`config.mk`:
```
export PLATFORM = sky130hd
export DESIGN_NAME = mbrb_front
export DESIGN_NICKNAME = d
export VERILOG_FILES = /design/src/rtl/core/multi_stream_byte_ring_buffer_defines.svh /design/src/rtl/core/mbrb_pkg.sv /design/src/rtl/core/mbrb_front.sv
export SDC_FILE = /design/constraint.sdc
export NUM_CORES = 1
export LEC_CHECK = 0
export ABC_AREA = 1
export BUFFER_PORTS_ARGS = -buffer_cell sky130_fd_sc_hd__buf_4
export CAP_MARGIN = 20
export CORE_AREA = 2 2 51 53
export DETAILED_ROUTE_END_ITERATION = 16
export DIE_AREA = 0 0 53 55
export GPL_TIMING_DRIVEN = 1
export PLACE_DENSITY_LB_ADDON = 0.08
export SKIP_LAST_GASP = 1
export SLEW_MARGIN = 5
export SYNTH_ARGS = -nofsm -noshare
export SYNTH_HDL_FRONTEND = slang
export SYNTH_SLANG_ARGS = --single-unit
```
`constraint.sdc`:
```
create_clock -name clk -period 2.6 [get_ports clk]
set_input_delay 0.39 -clock clk [delete_from_list [all_inputs] [get_ports clk]]
set_output_delay 0.39 -clock clk [all_outputs]
set_load 0.05 [all_outputs]
```
`src/rtl/core/multi_stream_byte_ring_buffer_defines.svh`:
```
// Assertion macros used by the ring buffer back end.
`ifndef MULTI_STREAM_BYTE_RING_BUFFER_DEFINES_SVH
`define MULTI_STREAM_BYTE_RING_BUFFER_DEFINES_SVH

// Same-cycle implication, sampled on clk and quiet while rst_n is low.
`define MBRB_ASSERT_IMP(lbl, ante, cons, msg) \
  lbl: assert property (@(posedge clk) disable iff (!rst_n) (ante) |-> (cons)) \
    else $error(msg);

// Next-cycle implication, sampled on clk and quiet while rst_n is low.
`define MBRB_ASSERT_NXT(lbl, ante, cons, msg) \
  lbl: assert property (@(posedge clk) disable iff (!rst_n) (ante) |=> (cons)) \
    else $error(msg);

`endif

```
`src/rtl/core/mbrb_pkg.sv`:
```
// Shared sizes, codes and the request type of the multi-stream byte ring buffer.
package mbrb_pkg;

  localparam int BUFFER_BYTES = 4096;
  localparam int MAX_STREAMS  = 8;

  localparam int AW = $clog2(BUFFER_BYTES);
  localparam int HW = $clog2(BUFFER_BYTES + 1);
  localparam int SW = $clog2(MAX_STREAMS);
  localparam int CW = $clog2(MAX_STREAMS + 1);

  // Command codes on in_cmd.
  localparam logic [2:0] CMD_WRITE = 3'd0;
  localparam logic [2:0] CMD_READ  = 3'd1;
  localparam logic [2:0] CMD_OPEN  = 3'd2;
  localparam logic [2:0] CMD_CLOSE = 3'd3;
  localparam logic [2:0] CMD_FLUSH = 3'd4;

  // Status codes on out_status.
  localparam logic [2:0] STS_DONE       = 3'd0;
  localparam logic [2:0] STS_DROPPED    = 3'd1;
  localparam logic [2:0] STS_FULL       = 3'd2;
  localparam logic [2:0] STS_TABLE_FULL = 3'd3;
  localparam logic [2:0] STS_WAIT       = 3'd4;

  // Stream marks on out_stream_mark.
  localparam logic [1:0] MARK_CONT  = 2'd0;
  localparam logic [1:0] MARK_START = 2'd1;
  localparam logic [1:0] MARK_END   = 2'd2;

  // One classified request. Unused command codes have no flag set.
  typedef struct packed {
    logic       wr;
    logic       rd;
    logic       opn;
    logic       cls;
    logic       fls;
    logic [7:0] data;
  } item_t;

  // Head of the request queue as seen by the back end.
  typedef struct packed {
    logic  valid;
    item_t item;
  } head_t;

endpackage

```
`src/rtl/core/mbrb_front.sv`:
```
// Front end: takes requests, decodes the command and queues them for the back end.
module mbrb_front (
  input  logic           clk,
  input  logic           rst_n,
  input  logic           start,
  output logic           busy,
  input  logic [2:0]     in_cmd,
  input  logic [7:0]     in_data_in,
  input  logic           pop,
  output mbrb_pkg::head_t head
);
  import mbrb_pkg::*;

  item_t      q_r [2];
  logic       wptr_r, wptr_nxt;
  logic       rptr_r, rptr_nxt;
  logic [1:0] count_r, count_nxt;
  item_t      dec;
  logic       push;
  logic       pop_ok;

  always_comb begin
    dec      = '0;
    dec.data = in_data_in;
    case (in_cmd)
      CMD_WRITE: dec.wr  = 1'b1;
      CMD_READ:  dec.rd  = 1'b1;
      CMD_OPEN:  dec.opn = 1'b1;
      CMD_CLOSE: dec.cls = 1'b1;
      CMD_FLUSH: dec.fls = 1'b1;
      default:   dec.data = in_data_in;
    endcase
  end

  assign busy   = (count_r == 2'd2);
  assign push   = start && !busy;
  assign pop_ok = pop && (count_r != 2'd0);

  assign head.valid = (count_r != 2'd0);
  assign head.item  = q_r[rptr_r];

  always_comb begin
    wptr_nxt  = push ? ~wptr_r : wptr_r;
    rptr_nxt  = pop_ok ? ~rptr_r : rptr_r;
    count_nxt = count_r;
    if (push && !pop_ok) begin
      count_nxt = count_r + 2'd1;
    end else if (!push && pop_ok) begin
      count_nxt = count_r - 2'd1;
    end
  end

  always_ff @(posedge clk) begin
    if (!rst_n) begin
      wptr_r  <= 1'b0;
      rptr_r  <= 1'b0;
      count_r <= 2'd0;
    end else begin
      wptr_r  <= wptr_nxt;
      rptr_r  <= rptr_nxt;
      count_r <= count_nxt;
    end
  end

  always_ff @(posedge clk) begin
    if (push) begin
      q_r[wptr_r] <= dec;
    end
  end

endmodule

```
==> results.md <==
* Worst clock skew at between 0.01 and 0.015 ns
* Via count of the first global-routing pass at 680
* Number of pins exceeding their max-slew limit in the final report at 0
* Area added between synthesis and finish at 25.3%
* Clock root buffer: sky130_fd_sc_hd__clkbuf_4
* Cells after DPL at 145
* Sum Neg Setup Slack at 0 ns
* Number of buffers added for setup after CTS at 0
* Total wirelength of the detailed-routed design at between 1500 and 2000 um
* Global route overflow at 0
* CP max FO at 8
* Endpoint of the lowest-slack register-to-register path: q_r[0][6]$_DFFE_PP_
* Type of the most critical hold path: primary input to flip-flop
* Crit path capture: head[1]
* Cell area after synthesis at 0.00126 mm2
* Lkg Pwr at between 0.6 and 0.7 nW
* Commonest cells after routing, fill and taps aside: sky130_fd_sc_hd__buf_4 (32), sky130_fd_sc_hd__edfxtp_1 (26), sky130_fd_sc_hd__mux2_4 (10)
* Floorplan die height at 55 um
* Via-to-Cell Ratio at 4.84
* Resized cells post-CTS at 0
* Final GP Congestion at about 0.68
* Area inside the core boundary at 0.00236 mm2
* Yosys warns at 0
* Post-detailed-route wirelength per cell at roughly 12 um
* Maximum clock rate at 0.510 GHz
* HPWL reported at the end of detailed placement at 1360 um
* Remaining max-slew budget at the tightest pin at roughly 64%
* Top Ports at 30
* Combined area of the multi-input logic cells at approximately 330 um2
* Sequential-to-total area share from yosys stat at 70.0%
* Count of port buffers added during placement at 29
* Number of buffers added by the clock tree synthesis step at 5
* Synth Area per Inst at 15.0 um2
* Critical Path AT at 1.57 ns
* Count of routing violations after the opening detailed-route iteration at 19
* Number of nets with antenna violations after detailed routing at 0
* Worst-case setup margin in the final layout at around 0.64 ns
* Row count at 18
* Sink count of the clock tree at 31
* Number of endpoints failing setup at the final stage at 0
* TritonRoute pass-1 iters at 4
* Overall Power at ~1.6 mW
* Starting utilization of the core area at ~53%
* Count of final hold-check violations at 0
* Clock Pin Slew Worst Setup and Hold Paths at around 0.10 ns
* Maximum clock path buffer count at 2
* Nature of the critical path startpoint: flip-flop
* Clock period minus final worst setup slack at just under 2 ns
* Number of remaining DRC errors at 0
* Required time of the worst setup path at between 2 and 2.5 ns
* Proportion of layout cells with a drive suffix above 1 at around 47%
* Synthesized net count at 100
* Most common cell after layout, fill and taps aside: sky130_fd_sc_hd__buf_4
* Category of the most critical setup path: flip-flop to output port
* Fraction of the cycle the final worst path needs at about three quarters
* Outcome: finished, final reports clean
* Clock tree from TritonCTS: yes
* Largest vdd supply drop at about 0.74 mV
* Die X-Extent at roughly 53 um
* Die outline area at just under 0.003 mm2
* Number of standard cells in the final layout excluding fillers at 153
* Initial antenna violation count at 0
* Area used by sequential logic in the layout at 881 um2
* # H-tree levels at 2
* Maximum number of pins on one net before global-route repair at 11
* Clk_lat worst skew at 0.31 ns
* Final #Nets at 138
* Number of antenna diodes at 0
* Placement Setup Slack at slightly below 1 ns
* Worst setup slack for register-to-register paths at 1.04 ns
* Power density relative to cell area at between 1000 and 1500 mW/mm2
* Count of filler cells inserted in the layout at about 180
* Max_cap viols at 0
* Transition time at the pin with the least slew margin at between 0.5 and 0.6 ns
* Global-route total usage across every layer at between 10% and 20%
* Yosys cell types at 19
* Via count at between 700 and 800
* Number of synthesized register bits at 31
* FF-to-FF path depth at 3
* RSZ-0062 raised after global routing: false
* Number of buffers inserted for hold repair after clock tree synthesis at 0
* Global-route wire length before repair at around 2800 um
* Gate Count Post-Synth at 84
* Startpoint of the lowest-slack register-to-register path: count_r[0]$_SDFFE_PN0P_
* Nature of the critical path endpoint: output port
critical path, stage by stage (launching register included):
cell	delay (ns)
sky130_fd_sc_hd__dfxtp_1	0.49
sky130_fd_sc_hd__buf_4	0.26
sky130_fd_sc_hd__mux2_4	0.31
sky130_fd_sc_hd__buf_4	0.19
final cells by class:
class,count,area share [%]
clock inverters,3,0.952
flip-flops and latches,31,55.8
multi-input cells,42,20.9
inverters,10,2.38
clock buffers,5,2.38
well taps,30,2.38
repair buffers,32,15.2
cells by family (layout without fill, tap and decap cells):
family                   Yosys count  after routing  share of synthesized area, %
AND/OR/NAND/NOR                   23             23                          8.05
adder cells (fa/ha/maj)            1              1                         0.994
flip-flops                        31             31                          70.0
buffers and inverters             11             50                          3.88
multiplexers                      13             13                          14.6
AO/OA/AOI/OAI                      5              5                          2.49
Yosys cell counts:
library cell               instances  area share (%)
sky130_fd_sc_hd__a21oi_1           1            0.40
sky130_fd_sc_hd__nand3_1           1            0.40
sky130_fd_sc_hd__nor3_1            4             1.6
sky130_fd_sc_hd__inv_2             3            0.89
sky130_fd_sc_hd__o21a_1            1            0.60
sky130_fd_sc_hd__nand4_1           1            0.50
sky130_fd_sc_hd__nand2_2           1            0.50
sky130_fd_sc_hd__inv_1             7             2.1
sky130_fd_sc_hd__ha_1              1            0.99
sky130_fd_sc_hd__nand2_1           6             1.8
sky130_fd_sc_hd__mux2_2            3             2.7
sky130_fd_sc_hd__nor2_1            9             2.7
sky130_fd_sc_hd__o21ai_0           2            0.80
sky130_fd_sc_hd__nor3b_1           1            0.60
sky130_fd_sc_hd__dfxtp_1           5             8.0
sky130_fd_sc_hd__edfxtp_1         26              62
sky130_fd_sc_hd__buf_6             1            0.89
sky130_fd_sc_hd__o21ai_2           1            0.70
sky130_fd_sc_hd__mux2_4           10              12
per-layer routing:
| metal | up-vias | track usage [%] | part of all wire [%] |
|---|---|---|---|
| met4 | 0 | 11.1 | 1.5 |
| met3 | 4 | 5.65 | 5.5 |
| met1 | 344 | 12.7 | 37 |
| li1 | 375 | - | - |
| met5 | - | 0 | 0 |
| met2 | 18 | 26.9 | 56 |
power by group:
part | internal, mW | switching, mW | total (mW)
Combinational | 0.255 | 0.452 | 0.707
Sequential | 0.632 | 0.0431 | 0.675
Clock | 0.100 | 0.152 | 0.252
worst min path at each step:
stage | startpoint | end | slack, ns | cells past startpoint
final | in_data_in[1] | q_r[1][1]$_DFFE_PP_ | 0.25 | 1
after global routing | in_data_in[1] | q_r[1][1]$_DFFE_PP_ | 0.24 | 1
after detailed placement | rptr_r$_SDFFE_PN0P_ | flip-flop | 0.50 | 2
after global placement | rptr_r$_SDFFE_PN0P_ | rptr_r$_SDFFE_PN0P_ | 0.48 | 2
after floorplan | rptr_r$_SDFFE_PN0P_ | flip-flop | 0.47 | 2
after CTS | in_data_in[1] | q_r[1][1]$_DFFE_PP_ | 0.24 | 1
flip-flops by register name (all words and copies together) (netlist names), named ones only:
register,count
rptr_r,1
q_r,26
wptr_r,1
count_r,2
per-stage QoR:
step / utilization [%] / instance area (um2) / hold WS [ns]
6_report: 66.7 / 1580 / 0.255
5_1_grt: 66.7 / 1580 / 0.236
4_1_cts: 66.7 / 1580 / 0.243
3_5_place_dp: 64.5 / 1530 / 0.499
3_3_place_gp: 64.5 / 1530 / 0.480
2_1_floorplan: - / 1260 / 0.467
Note: power is estimated with default switching activity, not from simulation.
